## src/rtl/core/mntt_pkg.sv

```systemverilog
// mntt_pkg: shared constants, types and arithmetic helpers for the ml-kem transform
// used by the controller, datapath and top level; no dependencies
package mntt_pkg;

  localparam int PolyLen       = 256;
  localparam int CoeffsPerItem = 4;
  localparam int ItemsPerPoly  = PolyLen / CoeffsPerItem;
  localparam int AddrW         = $clog2(PolyLen);
  localparam int GroupW        = $clog2(ItemsPerPoly);
  localparam logic signed [15:0] ModQ     = 16'sd3329;
  localparam logic [15:0]        QinvU16  = 16'd62209;
  localparam logic signed [15:0] BarrettV = 16'sd20159;
  localparam logic signed [15:0] InvScale = 16'sd1441;

  typedef enum logic [1:0] {
    OP_FWD   = 2'b00,
    OP_INV   = 2'b01,
    OP_SCALE = 2'b10
  } bf_op_t;

  // controller to datapath
  typedef struct packed {
    logic              rd_en;
    logic [AddrW-1:0]  addr_a;
    logic [AddrW-1:0]  addr_b;
    logic [6:0]        zeta_idx;
    bf_op_t            op;
  } bf_cmd_t;

  // root table, bit-reversed order
  function automatic logic signed [15:0] root_lookup(input logic [6:0] idx);
    logic signed [15:0] tbl [128];
    tbl = '{
      -16'sd1044, -16'sd758, -16'sd359, -16'sd1517, 16'sd1493, 16'sd1422, 16'sd287, 16'sd202,
      16'sd3158, 16'sd622, 16'sd1577, 16'sd182, 16'sd962, 16'sd2127, 16'sd1855, 16'sd1468,
      16'sd573, 16'sd2004, 16'sd264, 16'sd383, 16'sd2500, 16'sd1458, 16'sd1727, 16'sd3199,
      16'sd2648, 16'sd1017, 16'sd732, 16'sd608, 16'sd1787, 16'sd411, 16'sd3124, 16'sd1758,
      16'sd1223, 16'sd652, 16'sd2777, 16'sd1015, 16'sd2036, 16'sd1491, 16'sd3047, 16'sd1785,
      16'sd516, 16'sd3321, 16'sd3009, 16'sd2663, 16'sd1711, 16'sd2167, 16'sd126, 16'sd1469,
      16'sd2476, 16'sd3239, 16'sd3058, 16'sd830, 16'sd107, 16'sd1908, 16'sd3082, 16'sd2378,
      16'sd2931, 16'sd961, 16'sd1821, 16'sd2604, 16'sd448, 16'sd2264, 16'sd677, 16'sd2054,
      16'sd2226, 16'sd430, 16'sd555, 16'sd843, 16'sd2078, 16'sd871, 16'sd1550, 16'sd105,
      16'sd422, 16'sd587, 16'sd177, 16'sd3094, 16'sd3038, 16'sd2869, 16'sd1574, 16'sd1653,
      16'sd3083, 16'sd778, 16'sd1159, 16'sd3182, 16'sd2552, 16'sd1483, 16'sd2727, 16'sd1119,
      16'sd1739, 16'sd644, 16'sd2457, 16'sd349, 16'sd418, 16'sd329, 16'sd3173, 16'sd3254,
      16'sd817, 16'sd1097, 16'sd603, 16'sd610, 16'sd1322, 16'sd2044, 16'sd1864, 16'sd384,
      16'sd2114, 16'sd3193, 16'sd1218, 16'sd1994, 16'sd2455, 16'sd220, 16'sd2142, 16'sd1670,
      16'sd2144, 16'sd1799, 16'sd2051, 16'sd794, 16'sd1819, 16'sd2475, 16'sd2459, 16'sd478,
      16'sd3221, 16'sd3021, 16'sd996, 16'sd991, 16'sd958, 16'sd1869, 16'sd1522, 16'sd1628
    };
    return tbl[idx];
  endfunction

  // montgomery reduction of a product, result wraps to 16 bits
  function automatic logic signed [15:0] mont_red(input logic signed [31:0] a);
    logic [15:0]        t;
    logic signed [31:0] d;
    t = a[15:0] * QinvU16;
    d = a - $signed(t) * ModQ;
    return d[31:16];
  endfunction

  // barrett reduction of a 16-bit value
  function automatic logic signed [15:0] barr_red(input logic signed [15:0] a);
    logic signed [31:0] v;
    logic signed [15:0] t;
    logic signed [31:0] r;
    v = BarrettV * a + 32'sd33554432;
    t = 16'($signed(v[31:26]));
    r = a - t * ModQ;
    return r[15:0];
  endfunction

endpackage

```

## src/rtl/core/mntt_ctrl.sv

```systemverilog
// mntt_ctrl: sequencer for load, butterfly layers, scaling and emit
// depends on mntt_pkg
module mntt_ctrl (
  input  logic                      clk,
  input  logic                      rst_n,
  input  logic                      mode,
  input  logic                      in_fire,
  input  logic                      out_free,
  output logic                      in_ready,
  output logic                      load_we,
  output logic [mntt_pkg::GroupW-1:0] load_grp,
  output logic                      emit_rd,
  output logic [mntt_pkg::GroupW-1:0] emit_grp,
  output logic                      emit_last,
  output mntt_pkg::bf_cmd_t         cmd
);

  typedef enum logic [3:0] {
    ST_LOAD  = 4'b0001,
    ST_BFLY  = 4'b0010,
    ST_DRAIN = 4'b0100,
    ST_EMIT  = 4'b1000
  } state_t;

  state_t state_r, state_nxt;
  logic [mntt_pkg::GroupW-1:0] cnt_r, cnt_nxt;
  logic [2:0] layer_r, layer_nxt;
  logic [7:0] j_r, j_nxt;
  logic [2:0] drain_r, drain_nxt;
  logic       inv_r, inv_nxt;
  logic       scale_r, scale_nxt;
  logic       emit_wait_r, emit_wait_nxt;

  // j counts butterflies 0..127 per layer; len = 128 >> layer (fwd) or 2 << layer (inv)
  logic [2:0] sh;
  logic [7:0] lenm;
  logic [7:0] a_lo, a_hi;
  logic [7:0] grp;
  logic [6:0] kf, ki;

  always_comb begin
    sh   = inv_r ? (3'd6 - layer_r) : layer_r;
    lenm = 8'd127 >> sh;
    a_lo = j_r & lenm;
    a_hi = (j_r & ~lenm) << 1;
    grp  = j_r >> (3'd7 - sh);
    kf   = 7'((8'd1 << layer_r) + grp);
    ki   = 7'((8'd128 >> layer_r) - 8'd1 - grp);
  end

  always_comb begin
    state_nxt     = state_r;
    cnt_nxt       = cnt_r;
    layer_nxt     = layer_r;
    j_nxt         = j_r;
    drain_nxt     = drain_r;
    inv_nxt       = inv_r;
    scale_nxt     = scale_r;
    emit_wait_nxt = 1'b0;
    in_ready      = 1'b0;
    load_we       = 1'b0;
    emit_rd       = 1'b0;
    cmd           = '0;
    cmd.op        = mntt_pkg::OP_FWD;
    case (state_r)
      ST_LOAD: begin
        in_ready = 1'b1;
        if (in_fire) begin
          load_we = 1'b1;
          cnt_nxt = cnt_r + 1'b1;
          if (cnt_r == mntt_pkg::GroupW'(mntt_pkg::ItemsPerPoly - 1)) begin
            state_nxt = ST_BFLY;
            inv_nxt   = mode;
            layer_nxt = '0;
            j_nxt     = '0;
            scale_nxt = 1'b0;
          end
        end
      end
      ST_BFLY: begin
        cmd.rd_en = 1'b1;
        if (scale_r) begin
          cmd.op     = mntt_pkg::OP_SCALE;
          cmd.addr_a = j_r;
          cmd.addr_b = j_r;
        end else begin
          cmd.op       = inv_r ? mntt_pkg::OP_INV : mntt_pkg::OP_FWD;
          cmd.addr_a   = a_hi | a_lo;
          cmd.addr_b   = (a_hi | a_lo) | (lenm + 8'd1);
          cmd.zeta_idx = inv_r ? ki : kf;
        end
        // one butterfly in flight at a time: read, compute, write back
        state_nxt = ST_DRAIN;
        drain_nxt = 3'd3;
      end
      ST_DRAIN: begin
        drain_nxt = drain_r - 1'b1;
        if (drain_r == 3'd1) begin
          state_nxt = ST_BFLY;
          if (scale_r) begin
            j_nxt = j_r + 1'b1;
            if (j_r == 8'd255) begin
              state_nxt = ST_EMIT;
              cnt_nxt   = '0;
            end
          end else begin
            j_nxt = {1'b0, j_r[6:0] + 7'd1};
            if (j_r[6:0] == 7'd127) begin
              j_nxt     = '0;
              layer_nxt = layer_r + 1'b1;
              if (layer_r == 3'd6) begin
                if (inv_r) begin
                  scale_nxt = 1'b1;
                end else begin
                  state_nxt = ST_EMIT;
                  cnt_nxt   = '0;
                end
              end
            end
          end
        end
      end
      ST_EMIT: begin
        if (out_free && !emit_wait_r) begin
          emit_rd       = 1'b1;
          emit_wait_nxt = 1'b1;
          cnt_nxt       = cnt_r + 1'b1;
          if (cnt_r == mntt_pkg::GroupW'(mntt_pkg::ItemsPerPoly - 1)) begin
            state_nxt = ST_LOAD;
          end
        end
      end
      default: state_nxt = ST_LOAD;
    endcase
  end

  assign load_grp  = cnt_r;
  assign emit_grp  = cnt_r;
  assign emit_last = (cnt_r == mntt_pkg::GroupW'(mntt_pkg::ItemsPerPoly - 1));

  always_ff @(posedge clk) begin
    if (!rst_n) begin
      state_r     <= ST_LOAD;
      cnt_r       <= '0;
      layer_r     <= '0;
      j_r         <= '0;
      drain_r     <= '0;
      inv_r       <= 1'b0;
      scale_r     <= 1'b0;
      emit_wait_r <= 1'b0;
    end else begin
      state_r     <= state_nxt;
      cnt_r       <= cnt_nxt;
      layer_r     <= layer_nxt;
      j_r         <= j_nxt;
      drain_r     <= drain_nxt;
      inv_r       <= inv_nxt;
      scale_r     <= scale_nxt;
      emit_wait_r <= emit_wait_nxt;
    end
  end

endmodule

```

## config.mk

```make
export PLATFORM = sky130hd
export DESIGN_NAME = mntt_ctrl
export DESIGN_NICKNAME = d
export VERILOG_FILES = /design/src/rtl/core/mntt_pkg.sv /design/src/rtl/core/mntt_ctrl.sv
export SDC_FILE = /design/constraint.sdc
export NUM_CORES = 1
export LEC_CHECK = 0
export BUFFER_PORTS_ARGS = -buffer_cell sky130_fd_sc_hd__buf_2
export CELL_PAD_IN_SITES_DETAIL_PLACEMENT = 0
export CELL_PAD_IN_SITES_GLOBAL_PLACEMENT = 1
export CORE_ASPECT_RATIO = 0.8
export CORE_MARGIN = 2
export CORE_UTILIZATION = 42
export CTS_CLUSTER_SIZE = 25
export DETAILED_ROUTE_END_ITERATION = 7
export PLACE_DENSITY_LB_ADDON = 0.2
export SLEW_MARGIN = 20
export SYNTH_ARGS = -nofsm -noshare
export SYNTH_HDL_FRONTEND = slang
export SYNTH_SLANG_ARGS = --single-unit
```

## constraint.sdc

```tcl
create_clock -name clk -period 5.4 [get_ports clk]
set_input_delay 1.08 -clock clk [delete_from_list [all_inputs] [get_ports clk]]
set_output_delay 1.08 -clock clk [all_outputs]
set_load 0.01 [all_outputs]
```

==> results of run 1 <==
cell type report:
cell class | instances | area (um^2) | share of cell area, %
Inverter | 23 | 86.3 | 2.56
Sequential cell | 27 | 541 | 16.0
Clock buffer | 4 | 45.0 | 1.33
Timing Repair Buffer | 54 | 290 | 8.60
Multi-Input combinational cell | 346 | 2300 | 68.2
Tap cell | 90 | 113 | 3.34
sequential cells by signal, indices dropped and copies added, names as in the netlist:
| signal | flops |
|---|---|
| scale_r | 1 |
| state_r | 4 |
| emit_wait_r | 1 |
| inv_r | 1 |
| emit_grp | 6 |
| j_r | 8 |
| drain_r | 3 |
| layer_r | 3 |
power by group:
part	internal [mW]	leakage (nW)	switching [mW]
registers	0.200	0.218	0.00195
logic	0.00555	1.11	0.00915
clock network	0.0529	0.0228	0.0638
total	0.259	1.35	0.0749
worst min path at each step:
stage / from / endpoint / slack (ns) / cells after the start
finish: drain_r[0] / drain_r[0] / 0.53 / 1
global route: drain_r[0] / drain_r[0] / 0.57 / 1
CTS: drain_r[0] / drain_r[0] / 0.52 / 1
detailed placement: drain_r[0] / drain_r[0] / 0.51 / 1
global placement: drain_r[0] / drain_r[0] / 0.50 / 1
floorplan: drain_r[0] / drain_r[0] / 0.47 / 1
Yosys cell counts (2+ instances only):
| master | count | area, um^2 |
|---|---|---|
| a211oi_1 | 8 | 60.1 |
| a211oi_2 | 2 | 25.0 |
| a21boi_0 | 2 | 15.0 |
| a21o_1 | 2 | 15.0 |
| a21oi_1 | 26 | 130 |
| a22oi_1 | 3 | 22.5 |
| a311oi_1 | 2 | 17.5 |
| a31oi_1 | 8 | 50.1 |
| a32oi_1 | 2 | 17.5 |
| and2_1 | 8 | 50.1 |
| and3_1 | 6 | 37.5 |
| buf_2 | 3 | 15.0 |
| buf_4 | 8 | 60.1 |
| buf_6 | 3 | 33.8 |
| clkbuf_1 | 18 | 67.6 |
| dfxtp_1 | 27 | 541 |
| ha_1 | 19 | 238 |
| inv_1 | 22 | 82.6 |
| mux2i_1 | 12 | 120 |
| nand2_1 | 31 | 116 |
| nand2b_1 | 5 | 31.3 |
| nand3_1 | 16 | 80.1 |
| nand3b_1 | 6 | 45.0 |
| nand4_1 | 6 | 37.5 |
| nor2_1 | 54 | 203 |
| nor2b_1 | 5 | 31.3 |
| nor3_1 | 13 | 65.1 |
| nor3_2 | 2 | 20.0 |
| nor3b_1 | 2 | 15.0 |
| nor4_1 | 5 | 31.3 |
| nor4b_1 | 2 | 17.5 |
| o211ai_1 | 4 | 30.0 |
| o21a_1 | 5 | 37.5 |
| o21ai_0 | 22 | 110 |
| o21ai_1 | 3 | 15.0 |
| o221ai_1 | 2 | 17.5 |
| o22ai_1 | 3 | 18.8 |
| o31ai_1 | 6 | 45.0 |
| or2_1 | 2 | 12.5 |
| or3_1 | 3 | 18.8 |
| or4_1 | 2 | 15.0 |
| or4b_2 | 3 | 30.0 |
| xnor2_1 | 11 | 96.3 |
| xor2_1 | 6 | 52.6 |
worst register-to-register path, delay by kind of cell (launching register included):
kind | cells | cell delay (ns)
AND/OR/NAND/NOR | 4 | 1.47
AO/OA/AOI/OAI | 4 | 0.67
flip-flops | 1 | 0.35
metrics by stage:
step	std cells	total power, mW	hold WS (ns)
floorplan	429	0.216	0.473
global placement	536	0.222	0.504
detailed placement	536	0.222	0.508
CTS	540	0.336	0.523
global route	544	0.346	0.567
finish	544	0.334	0.526
routing by layer:
metal / routed length, um / vias up / part of all wire [%] / global-route usage, %
li1: - / 1593 / - / -
met1: 4700 / 1429 / 55 / 32.9
met2: 3570 / 68 / 41 / 33.2
met3: 308 / 4 / 3.6 / 2.41
met4: 34 / 0 / 0.39 / 2.19
met5: 0 / - / 0 / 0
repair_timing:
action	in CTS	in global routing
gates resized for setup	0	1
setup buffers	0	4
hold endpoints to repair	0	0
setup endpoints to repair	0	2
kinds of logic (layout without fill, tap and decap cells):
logic type	count (synthesis)	in the layout	share of synthesized area [%]
compound gates	109	109	23.5
xor+xnor	19	19	6.21
fa+ha+maj	21	21	8.35
buf+inv	56	81	8.59
flops	27	27	17.4
mux	13	13	4.60
simple gates	184	184	31.3
layout by cell type, fill, tap and decap left out, drive strengths merged, types with 5 or more instances in the layout:
| cell type | Yosys | final |
|---|---|---|
| xnor2 | 13 | 13 |
| dfxtp | 27 | 27 |
| buf | 15 | 54 |
| nand3b | 6 | 6 |
| nand4 | 6 | 6 |
| o31ai | 7 | 7 |
| ha | 19 | 19 |
| nand2 | 32 | 32 |
| a31oi | 8 | 8 |
| o21ai | 25 | 25 |
| nor2b | 5 | 5 |
| xor2 | 6 | 6 |
| a211oi | 10 | 10 |
| nor3 | 15 | 15 |
| and2 | 10 | 10 |
| inv | 23 | 23 |
| nor4 | 6 | 6 |
| a21oi | 27 | 27 |
| nand3 | 17 | 17 |
| nand2b | 6 | 6 |
| o21a | 5 | 5 |
| nor2 | 56 | 56 |
| mux2i | 12 | 12 |
| and3 | 6 | 6 |
==> out/results.ini, run 1 <==
[timing]
tns_ns = 0
relSlewSlack_pct = 42.7
timing.fmax_ghz = 0.201
period_share_pct = 92.0
min_period_ns = 4.97
worstMarginPinSlew_ns = 0.853
clock_skew_ns = 0.00259
finalSetupViolations = 0
rsz0062_at_grt = no
hold_violations = 0
maxSlewViolCount = 0
final.setup.worst_slack_ns = 0.433

[floorplanning]
pin_count = 47
rows = 28
initial_core_util_pct = 42.6
core_mm2 = 0.00729
die-width_um = 100
die_y_um = 80.9
dieArea_mm2 = 0.00810

[synth]
synth_cell_type_count = 73
async_flop_share_pct = 0
netlist_instances = 429
ys_ff_latch = 27
syn_area_per_cell_um2 = 7.23
synth_fp_nets = 453
netlist_area_mm2 = 0.00310
synth-edff-count = 0
yosysSeqAreaShare_pct = 17.4
ys_warn_count = 0
synth_flop_cell = dfxtp_1

[cells_and_area]
nFillCells = 755
area_growth_pct = 8.79
nNetsFinal = 479
drive_gt1_share_pct = 17.8
fin_area_mm2 = 0.00338
diodes = 0
fin_util_pct = 46.3

[outcome]
status = finished clean

[setup_path]
cpMaxStageDelayCell = dfxtp_1
start_kind = register
endpoint_kind = output port
path_depth = 15
path_class = register to output port
critPathMaxFanout = 8
timing.critical_path.buf_inv = 3
cpLargestDelayFamily = adder cells
reg2reg_from = state_r[1]
r2r-end = j_r[7]
required_ns = 4.32
endpoint = cmd[6]
reg2reg_setup_slack_ns = 2.79
arrival_ns = 3.89
slowest_delay_ns = 0.40
crit_start = layer_r[0]
worst_r2r_path_depth = 8
crit_chain = inv_1 > ha_1 > and2_4 > o21ai_1 > a211oi_2 > nor3_2 > inv_1 > ha_1 > nand3_1 > o311ai_0 > maj3_2 > xnor2_1 > mux2i_1 > nand3_1 > buf_2

[detailed_routing]
routedWlPerCell_um = 15.8
vias = 3094
drt_first_pass_iters = 4
routed_wl_um = 8620
ant_nets = 0
vias_per_cell = 5.69
drtIter0Drc = 190
drc = 0

[clock_tree]
clk_pin_slew_ns = 0.09
root_buffer = clkbuf_8
clk_latency_ns = 0.27
cts_buffer_depth = 2
postCtsHoldBufs = 0
numCtsBuffers = 3
htreeDepth = 1
clkSinkCount = 27
cts_tree = done

[pwr]
vdd_ir_drop_max_mv = 0.110
p_per_area_mw_per_mm2 = 98.8
p_leak_nw = 1.35

[placed_design]
dp_slack_ns = 0.573
placed_area_mm2 = 0.00330
gp_congestion = 0.905
place_hpwl_um = 6570
portBuffers = 46

[grt]
gr-total-overflow = 0
grt_pass1_vias = 2785
antenna_found_initial = 0
grt_max_degree = 22
grtUsageTotal_pct = 21.5
grt_pass1_wl_um = 14300

[flow_run]
maxCapViolations = 0

[worst_hold_path]
min_path_type = register to register

(Power assumes the default switching activity.)
==> inputs of run 2 (changes only) <==
Settings changed: CORE_UTILIZATION 42 to 45, RECOVER_POWER set to 50.
Clock period 5.4 ns to 5.81 ns, I/O delays scaled along.
==> run 2 against run 1 <==
- the run now ends with capacitance limit, slew limit left
- worst hold slack lost 0.0083 ns
- design area fell by 2.3%
- first-iteration DRC count up 5.3%
- register-to-register slack got worse by 0.49 ns
- routed wire length shrank 0.71%
- combinational power shrank 14%
==> out/results.ini, run 2 (synthesized netlist as in run 1, its figures left out) <==
[placed_design]
gp_congestion = 0.860
portBuffers = 46
place_hpwl_um = 6570

[timing]
relSlewSlack_pct = -20.3
timing.fmax_ghz = 0.187
hold_violations = 0
maxSlewViolCount = 7
period_share_pct = 91.8
tns_ns = 0
finalSetupViolations = 0
min_period_ns = 5.34
clock_skew_ns = 0.00368
timing.hold.ws_ns = 0.518
worstMarginPinSlew_ns = 1.76
rsz0062_at_grt = no

[setup_path]
crit_top_cell = ha_1
cpLargestDelayFamily = adder cells
crit_chain = buf_4 > ha_1 > nand2b_2 > xnor2_2 > nor3_2 > nor3_1 > inv_1 > ha_1 > nand3_1 > o311ai_0 > maj3_2 > a31oi_1 > xnor2_1 > o22ai_1 > buf_2
cpMaxStageDelayCell = xnor2_2
arrival_ns = 4.17
endpoint_kind = output port
path_class = register to output port
crit_start = layer_r[0]
reg2reg_from = state_r[2]
timing.critical_path.buf_inv = 3
required_ns = 4.65
slowest_delay_ns = 0.54
critPathMaxFanout = 21
start_kind = register

[pwr]
vdd_ir_drop_max_mv = 0.0932
p_comb_share_pct = 4.1
p_sw_mw = 0.0680
pwr-share-seq_pct = 61.0
p_int_mw = 0.240
p_leak_nw = 1.27
p_per_area_mw_per_mm2 = 93.3
clkPwrFrac_pct = 34.8
sw_frac_of_total_pct = 22.1

[floorplanning]
die-width_um = 96.8
pin_count = 47
rows = 27
core_mm2 = 0.00679
initial_core_util_pct = 45.7
dieArea_mm2 = 0.00758
die_y_um = 78.3

[cells_and_area]
area_growth_pct = 6.29
largest_reg_flops = 8
layout_common_cells = nor2_1, buf_2, nand2_1, dfxtp_1, a21oi_1
registers.top_by_ff_count = j_r
nNetsFinal = 475
diodes = 0
drive_gt1_share_pct = 13.3
layout_commonest_cell = nor2_1

[grt]
grt_use_met3_pct = 3.38
grt-busiest-layer = met2
grtUsageTotal_pct = 22.8
antenna_found_initial = 0
use_met2_pct = 35.5
grt_pass1_wl_um = 14400
met1_usage_pct = 33.4
grt_pass1_vias = 2955
grt_max_degree = 22
gr-total-overflow = 0

[detailed_routing]
drtIter0Drc = 200
vias_per_cell = 5.92
ant_nets = 0
drc = 0
routed_wl_um = 8560
routedWlPerCell_um = 15.9
drt_first_pass_iters = 5
vias = 3181

[clock_tree]
cts_tree = done
numCtsBuffers = 3
postCtsHoldBufs = 0
htreeDepth = 1
root_buffer = clkbuf_8
clk_latency_ns = 0.27
cts_buffer_depth = 2
clk_pin_slew_ns = 0.09
cts_setup_buffers = 0
cts_resized = 0
clkSinkCount = 27

[worst_hold_path]
min_path_type = register to register
hp-start = drain_r[0]

[flow_run]
maxCapViolations = 1

[outcome]
violations = capacitance limit, slew limit
status = finished with violations

[run 2: cell types whose count changed in the layout (fill, tap and decap cells not counted), sizes merged]
cell / before / now
buf: 54 / 36
clkbuf: 4 / 18
[run 2: layer usage]
layer	part of all wire, %	vias up	routed length, um
li1	-	1581	-
met1	51	1482	4370
met2	43	110	3660
met3	5.4	8	466
met4	0.72	0	62
met5	0	-	0
[run 2: power by group through the flow]
stage / Sequential, mW / Clock, mW / Combinational [mW]
2_1_floorplan: 0.192 / 0 / 0.00852
3_3_place_gp: 0.192 / 0 / 0.0135
3_5_place_dp: 0.192 / 0 / 0.0135
4_1_cts: 0.188 / 0.112 / 0.0136
5_1_grt: 0.188 / 0.121 / 0.0141
6_report: 0.188 / 0.107 / 0.0127
[run 2: layout make-up]
type	instances	area, um^2
Fill cell	698	3490
Clock buffer	4	45.0
Inverter	23	86.3
Sequential cell	27	541
Tap cell	87	109
Multi-Input combinational cell	346	2270
Timing Repair Buffer	50	243
[run 2: final timing paths]
check / endpoint / slack, ns / cells past startpoint
worst min-delay path: drain_r[0] / 0.52 / 1
worst max-delay path: cmd[8] / 0.47 / 15
worst min register to register: drain_r[0] / 0.52 / 1
worst max register to register: j_r[5] / 2.30 / 9
[run 2: worst register-to-register path, delay by kind of cell (launching register included)]
kind                   cells  cell delay [ns]
AND/OR/NAND/NOR            4             1.03
AO/OA/AOI/OAI              4             1.88
flip-flops                 1             0.34
buffers and inverters      1             0.17
[run 2: metrics by stage]
stage	instance area [um^2]	util (%)	setup WS [ns]	cells	total power, mW
final	3300	48.6	0.474	537	0.308
after CTS	3340	49.1	0.508	537	0.313
after detailed placement	3290	48.5	0.839	533	0.206
after global routing	3300	48.6	0.182	537	0.324
after global placement	3290	48.5	0.924	533	0.206
after floorplan	3100	-	1.22	429	0.201
